File: src/rtl/core/ksl_pkg.sv
`timescale 1ns / 1ps

package ksl_pkg;

    // fixed port widths
    localparam int OPCODE_W    = 3;
    localparam int KEY_IDENT_W = 32;
    localparam int KEY_VALUE_W = 64;
    localparam int STATUS_W    = 3;
    localparam int COUNT_W     = 5;

    // defaults for the top-level parameters
    localparam int SLOTS_DEF     = 16;
    localparam int KEY_BYTES_DEF = 8;
    localparam int ID_BITS_DEF   = 32;

    // a list reports at most this many keys
    localparam int MAX_RESULTS = 16;

    localparam logic [OPCODE_W-1:0] OP_INJECT = 3'd0;
    localparam logic [OPCODE_W-1:0] OP_ERASE  = 3'd1;
    localparam logic [OPCODE_W-1:0] OP_UPDATE = 3'd2;
    localparam logic [OPCODE_W-1:0] OP_GET    = 3'd3;
    localparam logic [OPCODE_W-1:0] OP_LIST   = 3'd4;

    localparam logic [STATUS_W-1:0] ST_OK         = 3'd0;
    localparam logic [STATUS_W-1:0] ST_BAD_ID     = 3'd1;
    localparam logic [STATUS_W-1:0] ST_FULL       = 3'd2;
    localparam logic [STATUS_W-1:0] ST_DUP_ID     = 3'd3;
    localparam logic [STATUS_W-1:0] ST_DUP_DATA   = 3'd4;
    localparam logic [STATUS_W-1:0] ST_EMPTY_DATA = 3'd5;

endpackage

File: src/rtl/core/ksl_cell.sv
`timescale 1ns / 1ps

module ksl_cell #(
    parameter int ID_BITS = 32,
    parameter int VAL_W   = 64
) (
    input  logic               clk,
    input  logic               rst_n,
    input  logic               shift,
    input  logic [ID_BITS-1:0] in_ident,
    input  logic [VAL_W-1:0]   in_value,
    output logic [ID_BITS-1:0] ident,
    output logic [VAL_W-1:0]   value
);

    logic [ID_BITS-1:0] ident_reg;
    logic [VAL_W-1:0]   value_reg;

    // zero ident marks the slot empty
    always_ff @(posedge clk or negedge rst_n)
    begin
        if (!rst_n)
        begin
            ident_reg <= '0;
        end
        else if (shift)
        begin
            ident_reg <= in_ident;
        end
    end

    always_ff @(posedge clk)
    begin
        if (shift)
        begin
            value_reg <= in_value;
        end
    end

    assign ident = ident_reg;
    assign value = value_reg;

endmodule

File: src/rtl/core/ksl_ring.sv
`timescale 1ns / 1ps

module ksl_ring #(
    parameter int SLOTS   = 16,
    parameter int ID_BITS = 32,
    parameter int VAL_W   = 64
) (
    input  logic               clk,
    input  logic               rst_n,
    input  logic               shift,
    input  logic [ID_BITS-1:0] feed_ident,
    input  logic [VAL_W-1:0]   feed_value,
    output logic [ID_BITS-1:0] head_ident,
    output logic [VAL_W-1:0]   head_value
);

    logic [ID_BITS-1:0] ident_w [SLOTS];
    logic [VAL_W-1:0]   value_w [SLOTS];

    // cell i takes from cell i+1; the tail takes the (possibly edited) head
    for (genvar i = 0; i < SLOTS; i++)
    begin : g_cell
        logic [ID_BITS-1:0] src_ident;
        logic [VAL_W-1:0]   src_value;

        if (i == SLOTS - 1)
        begin : g_tail
            assign src_ident = feed_ident;
            assign src_value = feed_value;
        end
        else
        begin : g_body
            assign src_ident = ident_w[i+1];
            assign src_value = value_w[i+1];
        end

        ksl_cell #(
            .ID_BITS (ID_BITS),
            .VAL_W   (VAL_W)
        ) u_cell (
            .clk      (clk),
            .rst_n    (rst_n),
            .shift    (shift),
            .in_ident (src_ident),
            .in_value (src_value),
            .ident    (ident_w[i]),
            .value    (value_w[i])
        );
    end

    assign head_ident = ident_w[0];
    assign head_value = value_w[0];

endmodule

File: src/rtl/core/key_slot_table_unit.sv
`timescale 1ns / 1ps

// Key slot table. The slots sit in a ring of cells that, while a request is being
// served, rotates one slot per cycle past a head cell, where the controller reads
// and edits them. A request is taken when start is high and busy is low. Invalid
// identifiers, unknown opcodes and inject into a full table answer on the next
// cycle. Erase, update, get, list and rejected injects rotate the ring once and
// answer after that rotation; a successful inject rotates it a second time to
// write the first empty slot and answers when that second rotation ends.
// List results stream out during the rotation, one key behind the scan: a key
// goes out when the next occupied slot reaches the head, and the final one
// follows the scan, marked by last. Each result is on the ports for one cycle
// with result_valid high and must be taken then.
module key_slot_table_unit
#(
    parameter int SLOTS     = ksl_pkg::SLOTS_DEF,
    parameter int KEY_BYTES = ksl_pkg::KEY_BYTES_DEF,
    parameter int ID_BITS   = ksl_pkg::ID_BITS_DEF
) (
    input  logic                             clk,
    input  logic                             rst_n,
    input  logic                             start,
    output logic                             busy,
    input  logic [ksl_pkg::OPCODE_W-1:0]     opcode,
    input  logic [ksl_pkg::KEY_IDENT_W-1:0]  key_ident,
    input  logic [ksl_pkg::KEY_VALUE_W-1:0]  key_value,
    output logic                             result_valid,
    output logic [ksl_pkg::STATUS_W-1:0]     status,
    output logic                             found,
    output logic [ksl_pkg::KEY_IDENT_W-1:0]  out_ident,
    output logic [ksl_pkg::KEY_VALUE_W-1:0]  out_value,
    output logic [ksl_pkg::COUNT_W-1:0]      key_count,
    output logic                             last
);

    import ksl_pkg::*;

    localparam int VAL_W = 8 * KEY_BYTES;
    localparam int IDX_W = (SLOTS > 1) ? $clog2(SLOTS) : 1;
    localparam int CNT_W = $clog2(SLOTS + 1);
    localparam int NUM_W = $clog2(MAX_RESULTS + 1);

    typedef enum logic [1:0] {
        S_IDLE,
        S_SCAN,
        S_DONE,
        S_COMMIT
    } state_t;

    state_t               state_reg;
    logic [OPCODE_W-1:0]  op_reg;
    logic [ID_BITS-1:0]   id_reg;
    logic [VAL_W-1:0]     val_reg;
    logic [IDX_W-1:0]     step_reg;
    logic [IDX_W-1:0]     tgt_reg;
    logic [CNT_W-1:0]     count_reg;
    logic                 hit_reg;
    logic                 empty_found_reg;
    logic                 dup_data_reg;
    logic [VAL_W-1:0]     get_value_reg;
    logic                 pend_reg;
    logic [ID_BITS-1:0]   pend_id_reg;
    logic [NUM_W-1:0]     num_reg;

    logic                 strobe_reg;
    logic [STATUS_W-1:0]  status_reg;
    logic                 found_reg;
    logic [ID_BITS-1:0]   oid_reg;
    logic [VAL_W-1:0]     oval_reg;
    logic                 last_reg;

    logic                 shift;
    logic [ID_BITS-1:0]   feed_ident;
    logic [VAL_W-1:0]     feed_value;
    logic [ID_BITS-1:0]   head_ident;
    logic [VAL_W-1:0]     head_value;
    logic                 head_match;
    logic                 last_step;
    logic [ID_BITS-1:0]   id_in;
    logic [VAL_W-1:0]     val_in;

    ksl_ring #(
        .SLOTS   (SLOTS),
        .ID_BITS (ID_BITS),
        .VAL_W   (VAL_W)
    ) u_ring (
        .clk        (clk),
        .rst_n      (rst_n),
        .shift      (shift),
        .feed_ident (feed_ident),
        .feed_value (feed_value),
        .head_ident (head_ident),
        .head_value (head_value)
    );

    assign id_in      = key_ident[ID_BITS-1:0];
    assign val_in     = key_value[VAL_W-1:0];
    assign head_match = (head_ident == id_reg);
    assign last_step  = (step_reg == IDX_W'(SLOTS - 1));
    assign shift      = (state_reg == S_SCAN) || (state_reg == S_COMMIT);

    // edits on the slot leaving the head
    always_comb
    begin
        feed_ident = head_ident;
        feed_value = head_value;
        if (state_reg == S_SCAN && head_match)
        begin
            case (op_reg)
                OP_ERASE:
                begin
                    feed_ident = '0;
                    feed_value = '0;
                end
                OP_UPDATE:
                begin
                    if (head_value != val_reg && val_reg != '0)
                    begin
                        feed_value = val_reg;
                    end
                end
                default:
                begin
                end
            endcase
        end
        else if (state_reg == S_COMMIT && step_reg == tgt_reg)
        begin
            feed_ident = id_reg;
            feed_value = val_reg;
        end
    end

    always_ff @(posedge clk or negedge rst_n)
    begin
        if (!rst_n)
        begin
            state_reg       <= S_IDLE;
            op_reg          <= OP_INJECT;
            id_reg          <= '0;
            val_reg         <= '0;
            step_reg        <= '0;
            tgt_reg         <= '0;
            count_reg       <= '0;
            hit_reg         <= 1'b0;
            empty_found_reg <= 1'b0;
            dup_data_reg    <= 1'b0;
            get_value_reg   <= '0;
            pend_reg        <= 1'b0;
            pend_id_reg     <= '0;
            num_reg         <= '0;
            strobe_reg      <= 1'b0;
            status_reg      <= ST_OK;
            found_reg       <= 1'b0;
            oid_reg         <= '0;
            oval_reg        <= '0;
            last_reg        <= 1'b0;
        end
        else
        begin
            strobe_reg <= 1'b0;
            case (state_reg)
                S_IDLE:
                begin
                    if (start)
                    begin
                        op_reg          <= opcode;
                        id_reg          <= id_in;
                        val_reg         <= val_in;
                        step_reg        <= '0;
                        hit_reg         <= 1'b0;
                        empty_found_reg <= 1'b0;
                        dup_data_reg    <= 1'b0;
                        pend_reg        <= 1'b0;
                        num_reg         <= '0;
                        if (opcode == OP_LIST)
                        begin
                            state_reg <= S_SCAN;
                        end
                        else if (!(opcode inside {OP_INJECT, OP_ERASE, OP_UPDATE, OP_GET})
                                 || id_in == '0)
                        begin
                            strobe_reg <= 1'b1;
                            status_reg <= ST_BAD_ID;
                            found_reg  <= 1'b0;
                            oid_reg    <= '0;
                            oval_reg   <= '0;
                            last_reg   <= 1'b1;
                        end
                        else if (opcode == OP_INJECT && count_reg == CNT_W'(SLOTS))
                        begin
                            strobe_reg <= 1'b1;
                            status_reg <= ST_FULL;
                            found_reg  <= 1'b0;
                            oid_reg    <= '0;
                            oval_reg   <= '0;
                            last_reg   <= 1'b1;
                        end
                        else
                        begin
                            state_reg <= S_SCAN;
                        end
                    end
                end

                S_SCAN:
                begin
                    step_reg <= step_reg + 1'b1;
                    if (last_step)
                    begin
                        step_reg  <= '0;
                        state_reg <= S_DONE;
                    end
                    case (op_reg)
                        OP_LIST:
                        begin
                            // hold one key back so the final one can be marked
                            if (head_ident != '0 && num_reg != NUM_W'(MAX_RESULTS))
                            begin
                                if (pend_reg)
                                begin
                                    strobe_reg <= 1'b1;
                                    status_reg <= ST_OK;
                                    found_reg  <= 1'b1;
                                    oid_reg    <= pend_id_reg;
                                    oval_reg   <= '0;
                                    last_reg   <= 1'b0;
                                end
                                pend_reg    <= 1'b1;
                                pend_id_reg <= head_ident;
                                num_reg     <= num_reg + 1'b1;
                            end
                        end
                        OP_INJECT:
                        begin
                            if (head_ident == '0 && !empty_found_reg)
                            begin
                                empty_found_reg <= 1'b1;
                                tgt_reg         <= step_reg;
                            end
                            if (head_match)
                            begin
                                hit_reg <= 1'b1;
                            end
                        end
                        OP_ERASE:
                        begin
                            if (head_match)
                            begin
                                hit_reg   <= 1'b1;
                                count_reg <= count_reg - 1'b1;
                            end
                        end
                        OP_UPDATE:
                        begin
                            if (head_match)
                            begin
                                hit_reg      <= 1'b1;
                                dup_data_reg <= (head_value == val_reg);
                            end
                        end
                        OP_GET:
                        begin
                            if (head_match)
                            begin
                                hit_reg       <= 1'b1;
                                get_value_reg <= head_value;
                            end
                        end
                        default:
                        begin
                        end
                    endcase
                end

                S_DONE:
                begin
                    state_reg  <= S_IDLE;
                    strobe_reg <= 1'b1;
                    status_reg <= ST_OK;
                    found_reg  <= 1'b0;
                    oid_reg    <= '0;
                    oval_reg   <= '0;
                    last_reg   <= 1'b1;
                    case (op_reg)
                        OP_LIST:
                        begin
                            if (pend_reg)
                            begin
                                found_reg <= 1'b1;
                                oid_reg   <= pend_id_reg;
                            end
                        end
                        OP_INJECT:
                        begin
                            if (hit_reg)
                            begin
                                status_reg <= ST_DUP_ID;
                            end
                            else if (val_reg == '0)
                            begin
                                status_reg <= ST_EMPTY_DATA;
                            end
                            else if (!empty_found_reg)
                            begin
                                status_reg <= ST_FULL;
                            end
                            else
                            begin
                                strobe_reg <= 1'b0;
                                state_reg  <= S_COMMIT;
                            end
                        end
                        OP_ERASE:
                        begin
                            if (hit_reg)
                            begin
                                oid_reg <= id_reg;
                            end
                            else
                            begin
                                status_reg <= ST_BAD_ID;
                            end
                        end
                        OP_UPDATE:
                        begin
                            if (!hit_reg)
                            begin
                                status_reg <= ST_BAD_ID;
                            end
                            else if (dup_data_reg)
                            begin
                                status_reg <= ST_DUP_DATA;
                            end
                            else if (val_reg == '0)
                            begin
                                status_reg <= ST_EMPTY_DATA;
                            end
                            else
                            begin
                                oid_reg <= id_reg;
                            end
                        end
                        OP_GET:
                        begin
                            if (hit_reg)
                            begin
                                found_reg <= 1'b1;
                                oid_reg   <= id_reg;
                                oval_reg  <= get_value_reg;
                            end
                            else
                            begin
                                status_reg <= ST_BAD_ID;
                            end
                        end
                        default:
                        begin
                            status_reg <= ST_BAD_ID;
                        end
                    endcase
                end

                S_COMMIT:
                begin
                    step_reg <= step_reg + 1'b1;
                    if (last_step)
                    begin
                        step_reg   <= '0;
                        state_reg  <= S_IDLE;
                        count_reg  <= count_reg + 1'b1;
                        strobe_reg <= 1'b1;
                        status_reg <= ST_OK;
                        found_reg  <= 1'b0;
                        oid_reg    <= id_reg;
                        oval_reg   <= '0;
                        last_reg   <= 1'b1;
                    end
                end

                default:
                begin
                    state_reg <= S_IDLE;
                end
            endcase
        end
    end

    assign busy         = (state_reg != S_IDLE);
    assign result_valid = strobe_reg;
    assign status       = status_reg;
    assign found        = found_reg;
    assign out_ident    = KEY_IDENT_W'(oid_reg);
    assign out_value    = KEY_VALUE_W'(oval_reg);
    assign key_count    = COUNT_W'(count_reg);
    assign last         = last_reg;

`ifndef SYNTHESIS
    a_count_bound: assert property (@(posedge clk) disable iff (!rst_n)
        count_reg <= CNT_W'(SLOTS))
        else $error("key count above slot count");

    a_list_busy: assert property (@(posedge clk) disable iff (!rst_n)
        (start && !busy && opcode == OP_LIST) |=> busy)
        else $error("list request did not start a scan");

    a_more_follow: assert property (@(posedge clk) disable iff (!rst_n)
        (result_valid && !last) |-> busy)
        else $error("non-final list result with no scan running");

    a_commit_silent: assert property (@(posedge clk) disable iff (!rst_n)
        (state_reg == S_COMMIT && !last_step) |=> !result_valid)
        else $error("result during inject write-back");
`endif

endmodule

File: config.mk
export PLATFORM = sky130hd
export DESIGN_NAME = key_slot_table_unit
export DESIGN_NICKNAME = d
export VERILOG_FILES = /design/src/rtl/core/ksl_pkg.sv /design/src/rtl/core/ksl_cell.sv /design/src/rtl/core/ksl_ring.sv /design/src/rtl/core/key_slot_table_unit.sv
export SDC_FILE = /design/constraint.sdc
export NUM_CORES = 2
export LEC_CHECK = 0
export BUFFER_PORTS_ARGS = -buffer_cell sky130_fd_sc_hd__buf_2
export CAP_MARGIN = 20
export CORE_ASPECT_RATIO = 2
export CORE_MARGIN = 4
export CORE_UTILIZATION = 50
export DETAILED_ROUTE_END_ITERATION = 7
export GPL_TIMING_DRIVEN = 0
export MAX_ROUTING_LAYER = met4
export PLACE_DENSITY = 0.66
export SETUP_SLACK_MARGIN = 0.02
export SLEW_MARGIN = 40
export SYNTH_ARGS = -nofsm -noshare
export SYNTH_HDL_FRONTEND = slang
export SYNTH_HIERARCHICAL = 1
export SYNTH_SLANG_ARGS = --single-unit
export TNS_END_PERCENT = 1
File: constraint.sdc
create_clock -name clk -period 48.6 [get_ports clk]
set_clock_uncertainty 0.1 [all_clocks]
set_input_delay 2.43 -clock clk [delete_from_list [all_inputs] [get_ports clk]]
set_output_delay 2.43 -clock clk [all_outputs]
set_load 0.02 [all_outputs]
# --- Word-level counts from Yosys, hierarchy flattened ---
# Cells that the tools add are included.
totals:
  ff_bits: 1857
  input_bits: 102
  out_inout_bits: 108
  wordCells: 246
classes:
  n_addsub: 4
  n_eq_ne: 34
  mux: 118
  n_reduce_logical: 38
op_table:
  columns: ["cell", "count"]
  rows:
  - ["$mux W64", 13]
  - ["$mux W32", 16]
  - ["$pmux W64 S4", 1]
  - ["$pmux W32 S4", 1]
  - ["$pmux W64 S2", 1]
  - ["$pmux W32 S3", 1]
  - ["$eq A64 B64 Y1", 1]
  - ["$logic_not A32 Y1", 2]
  - ["$logic_not A64 Y1", 1]
  - ["$ne A64 B64 Y1", 1]
  - ["$reduce_bool A64 Y1", 1]
  - ["$mux W1", 39]
  - ["$mux W3", 13]
  - ["$eq A32 B32 Y1", 1]
  - ["$reduce_bool A32 Y1", 1]
  - ["$mux W5", 6]
  - ["$pmux W3 S4", 2]
  - ["$mux W2", 11]
  - ["$pmux W5 S2", 2]
  - ["$reduce_and A4 Y1", 5]
  - ["$ne A2 B2 Y1 const B", 7]
  - ["$eq A3 B2 Y1 const B", 4]
  - ["$ne A2 B1 Y1 const B", 6]
  - ["$pmux W1 S4", 3]
  - ["other kinds (29)", 55]

# --- Longest topological paths before layout ---
depth:
  depth_word: 8
  mapped_depth: 12
  ltp_nobuf: 10

# --- Cells and area by module ---
# Netlist, hierarchy kept.
by_module_without_submodules:
  columns: ["module", "n_inst", "cells_per_inst", "area_each_um2", "seq_area_each_um2"]
  rows:
  - ["ksl_cell", 16, 132, 3266.9, 2722.6]
  - ["key_slot_table_unit", 1, 1612, 16408.2, 8032.7]

# --- Least setup slack after synthesis ---
# Ideal clock, no wire load.
synth_path:
  kind: "register to register"
  from: "register state_reg[1]"
  to: "register step_reg[1]"
  setup_time_ns: 0.171
  arrival_ns: 22.985
  required_time_ns: 48.329
  setup_slack_ns: 25.343
  path_stages_with_launch: 7
  path_buffers: 1
  period_less_slack_ns: 23.257
  cell_sequence: "dfrtp_1 -> inv_1 -> ha_1 -> clkbuf_1 -> nor2_1 -> inv_1 -> a32o_1"
synth_between:
  elab_chain_len: 4
  elab_cells_between_ends: 8
  cone_classes: "3 x eq/ne; 1 x mux; 4 x reduce/logical"
synth_lines:
  columns: ["item", "line", "text"]
  rows:
  - ["start, declared", "key_slot_table_unit.sv:50", "state_t state_reg;"]
  - ["start signal, assigned", "key_slot_table_unit.sv:138", "state_reg <= S_IDLE;"]
  - ["start signal, assigned", "key_slot_table_unit.sv:178", "state_reg <= S_SCAN;"]
  - ["start signal, assigned", "key_slot_table_unit.sv:201", "state_reg <= S_SCAN;"]
  - ["$eq A2 B1 Y1 / $eq A2 B2 Y1 (equally long branches)", "key_slot_table_unit.sv:162", "case (state_reg)"]
  - ["$reduce_or A2 Y1 (no line)", null, null]
  - ["$reduce_bool A2 Y1 (no line)", null, null]
  - ["$reduce_and A2 Y1 (no line)", null, null]
  - ["end signal, assigned", "key_slot_table_unit.sv:208", "step_reg <= step_reg + 1'b1;"]
  - ["end signal, assigned", "key_slot_table_unit.sv:366", "step_reg <= step_reg + 1'b1;"]
  - ["end, declared", "key_slot_table_unit.sv:54", "logic [IDX_W-1:0] step_reg;"]
# Parallel ways exist; a longest one is shown, timed or not.
# A chain may end at the register's enable or synchronous reset.

# --- Worst setup path after layout ---
layout_path:
  from: "register state_reg[1]"
  to: "register u_ring.g_cell[9].u_cell.value_reg[23] (enable)"
layout_between:
  elab_chain_len: 2
  elab_cells_between_ends: 3
  cone_classes: "2 x eq/ne; 1 x reduce/logical"
layout_lines:
  columns: ["item", "line", "text"]
  rows:
  - ["$eq A2 B1 Y1 / $eq A2 B2 Y1 (equally long branches)", "key_slot_table_unit.sv:100", "assign shift = (state_reg == S_SCAN) || (state_reg == S_COMMIT);"]
  - ["$logic_or A1 B1 Y1 *", "key_slot_table_unit.sv:100", null]
  - ["named net shift", "key_slot_table_unit.sv:72", "logic shift;"]
  - ["end signal, assigned", "ksl_cell.sv:36", "value_reg <= in_value;"]
  - ["end, declared", "ksl_cell.sv:17", "logic [VAL_W-1:0] value_reg;"]
# The timed path passes the listed nets; every way through them passes the cells marked *.

==> flow_metrics.env <==
export IMPL_crit_arrival_ns=5.77
export IMPL_synth_top_cell_by_area="edfxtp_1"
export IMPL_critPathCapture="u_ring/g_cell[9].u_cell/value[23]$_DFFE_PP_"
export IMPL_crit_start="state_reg[1]$_DFFE_PN0P_"
export IMPL_crit_type="flop to flop"
export IMPL_synth_most_common_cell="edfxtp_1"
export IMPL_core_area_um2=136700
export IMPL_placed_cell_area_um2=72570
export IMPL_status="complete, no violations"
export IMPL_slew_headroom_pct=37.48
export IMPL_synth_common_cells="edfxtp_1, dfrtp_1, mux2_4"
export IMPL_cts_root_buf="clkbuf_16"
export IMPL_worst_pin_slew_ns=0.9311
export IMPL_syn_num_nets=3838
export IMPL_maxCapViolations=0
export IMPL_slew_viol_final=0
export IMPL_hold_buffers=0
export IMPL_grt_max_degree=107
export IMPL_vias=31631
export IMPL_r2r_end="u_ring/g_cell[9].u_cell/value[23]$_DFFE_PP_"
export IMPL_swShare_pct=31.85
export IMPL_synth_top_cell_area_share_pct=44.77
export IMPL_irDropWorstVdd_v=0.00006266
export IMPL_fillCellCount=10318
export IMPL_io_buffers=208
export IMPL_async_flop_share_pct=44.86
export IMPL_synth_avg_cell_area_um2=18.44
export IMPL_syn_to_final_growth_pct=13.68
export IMPL_numCtsBuffers=158
export IMPL_ys_seq_area_share_pct=75.12
export IMPL_syn_cell_area_um2=68680
export IMPL_synth_area_leaders="edfxtp_1, dfrtp_1, mux2_4"
export IMPL_drtAntennaViolNets=0
export IMPL_worstPathMaxFanout=92
export IMPL_grt_overflow=0
export IMPL_busiest_layer="met2"
export IMPL_clkPwrFrac_pct=22.1
export IMPL_cts_tree="done"
export IMPL_largest_reg_flops=1024
export IMPL_start_util_pct=50.24
export IMPL_synth_ff_latch_count=1857
export IMPL_fin_crit_ns=5.449
export IMPL_clock_sinks=1857
export IMPL_seqCellArea_um2=51590
export IMPL_grt_util_met1_pct=22.91
export IMPL_p_sw_uw=1885
export IMPL_yosysUniqueCellTypes=59
export IMPL_grt_first_pass_wirelength_um=210000
export IMPL_vias_per_cell=5.271
export IMPL_power_density_nw_per_um2=75.79
export IMPL_gp_congestion=0.9548
export IMPL_stdcell_area_um2=78080
export IMPL_dp_hpwl_um=97360
export IMPL_antenna_found_initial=3
export IMPL_start_kind="flop"
export IMPL_cp_end_kind="flop"
export IMPL_wire_per_inst_um=23.25
export IMPL_total_leakage_power_uw=0.03267
export IMPL_synth_edf_count=1024
export IMPL_rsz0062_at_grt="false"
export IMPL_post_cts_buffers=0
export IMPL_min_path_cells=0
export IMPL_clkLatencyLatePin_ns=0.77
export IMPL_multiInputGateArea_um2=15270
export IMPL_p_int_uw=4032
export IMPL_p_comb_share_pct=27.1
export IMPL_hp_class="flop to flop"
export IMPL_nNetsFinal=4230
export IMPL_die_y_um=532.1
export IMPL_die_area_um2=143700
export IMPL_clockBufferDepth=3
export IMPL_grt_pass1_vias=33277
export IMPL_drt_iter0_markers=2309
export IMPL_firstDrtPassIters=7
export IMPL_fp_row_count=192
export IMPL_clk_pin_slew_ns=0.07
export IMPL_die_w_um=270.1
export IMPL_worstPathRequired_ns=48.93
export IMPL_cts_resized=0
export IMPL_globalRouteMet2Util_pct=32.87
export IMPL_finalCritPeriodShare_pct=11.21
export IMPL_routed_wl_um=139500
export IMPL_ctsHtreeMaxLevel=4
export IMPL_synthCells=3724
export IMPL_io_pins=210
export IMPL_hold_viol_final=0
export IMPL_drc=0
export IMPL_fin_setup_tns_ns=0
export IMPL_grt_total_usage_pct=20.04
export IMPL_yosysWarnings=6
export IMPL_drive_gt1_share_pct=30.80
export IMPL_reg2reg_setup_slack_ns=43.15
export IMPL_reg2reg_from="state_reg[1]$_DFFE_PN0P_"
export IMPL_max_freq_mhz=183.5
export IMPL_worstRegToRegCells=12
export IMPL_synthFlopType="edfxtp_1"
export IMPL_seq_power_share_pct=50.8
export IMPL_setup_violations=0
export IMPL_grt_use_met3_pct=3.530
==> cell type report <==
cell class,count,share of cell area (%)
multi-input combinational,1626,19.55
antenna,5,0.01603
timing repair buffer,232,2.111
clock buffer,209,5.671
buffer,167,2.048
tap,1746,2.798
inverter,74,0.3654
sequential,1857,66.08
clock inverter,85,1.356
==> power groups by stage <==
stage | combinational, uW | clock [uW] | sequential [uW]
final | 1600 | 1310 | 3010
after global routing | 1710 | 1410 | 3080
after CTS | 1630 | 1350 | 3020
after detailed placement | 1630 | 0 | 3030
after global placement | 1590 | 0 | 3760
after floorplan | 1180 | 0 | 3430
==> cells in the final DEF, fill, tap and decap left out, drive strengths merged, types with 6 or more instances in the layout <==
master,synthesis,layout
dfrtp,833,833
nor2,25,25
a22o,34,34
edfxtp,1024,1024
nor4,44,44
nand4,33,33
clkbuf,85,294
xnor2,100,100
inv,73,81
bufinv,0,12
clkinv,1,55
ha,11,11
nand2,257,257
nand3,14,14
a21oi,49,49
o21ai,274,274
nor3,11,11
mux2i,6,6
clkinvlp,0,11
buf,82,314
mux2,712,712
==> stage by stage <==
step	power, uW	util (%)	setup WS [ns]	hold WS [ns]	instances
after floorplan	4604	-	25.34	0.3003	3724
after global placement	5351	52.60	17.89	0.3006	5678
after detailed placement	4663	53.09	42.71	0.3045	5701
after CTS	5998	57.10	42.99	0.3077	5995
after global routing	6203	57.11	42.79	0.3174	5997
final	5917	57.12	43.15	0.3107	6001
==> kinds of logic after synthesis <==
| group | synth area share (%) |
|---|---|
| buf+inv | 2.718 |
| xor+xnor | 1.326 |
| simple gates | 2.709 |
| flops | 75.12 |
| compound gates | 3.179 |
| fa+ha+maj | 0.2295 |
| mux | 14.71 |
==> worst max-delay path, cell delays in order, from the launching register on <==
cell and delay [ns]:
dfrtp_1 0.42, inv_1 0.12, ha_1 0.15, clkbuf_1 0.48, nor2_1 0.35, inv_8 0.46
buf_16 0.40, buf_16 0.36, buf_16 0.39, buf_16 0.35, buf_16 0.40, buf_16 0.39
buf_16 0.38
==> worst min-delay path by stage <==
stage	from	endpoint	slack, ns
global placement	u_ring/g_cell[15].u_cell/value[6]$_DFFE_PP_	u_ring/g_cell[14].u_cell/value[6]$_DFFE_PP_	0.30
CTS	u_ring/g_cell[13].u_cell/value[56]$_DFFE_PP_	u_ring/g_cell[12].u_cell/value[56]$_DFFE_PP_	0.31
floorplan	u_ring/g_cell[1].u_cell/value[0]$_DFFE_PP_	u_ring/g_cell[0].u_cell/value[0]$_DFFE_PP_	0.30
finish	u_ring/g_cell[7].u_cell/value[18]$_DFFE_PP_	u_ring/g_cell[6].u_cell/value[18]$_DFFE_PP_	0.31
detailed placement	u_ring/g_cell[1].u_cell/value[49]$_DFFE_PP_	u_ring/g_cell[0].u_cell/value[49]$_DFFE_PP_	0.30
global route	u_ring/g_cell[13].u_cell/value[48]$_DFFE_PP_	u_ring/g_cell[12].u_cell/value[48]$_DFFE_PP_	0.32
==> layer usage <==
layer  wire (um)  up-vias
li1            -    14431
met1       53790    16057
met2       70030      807
met3        5719      336
met4        9998        0
met5           0        -
Note: power is estimated with default switching activity, not from simulation.
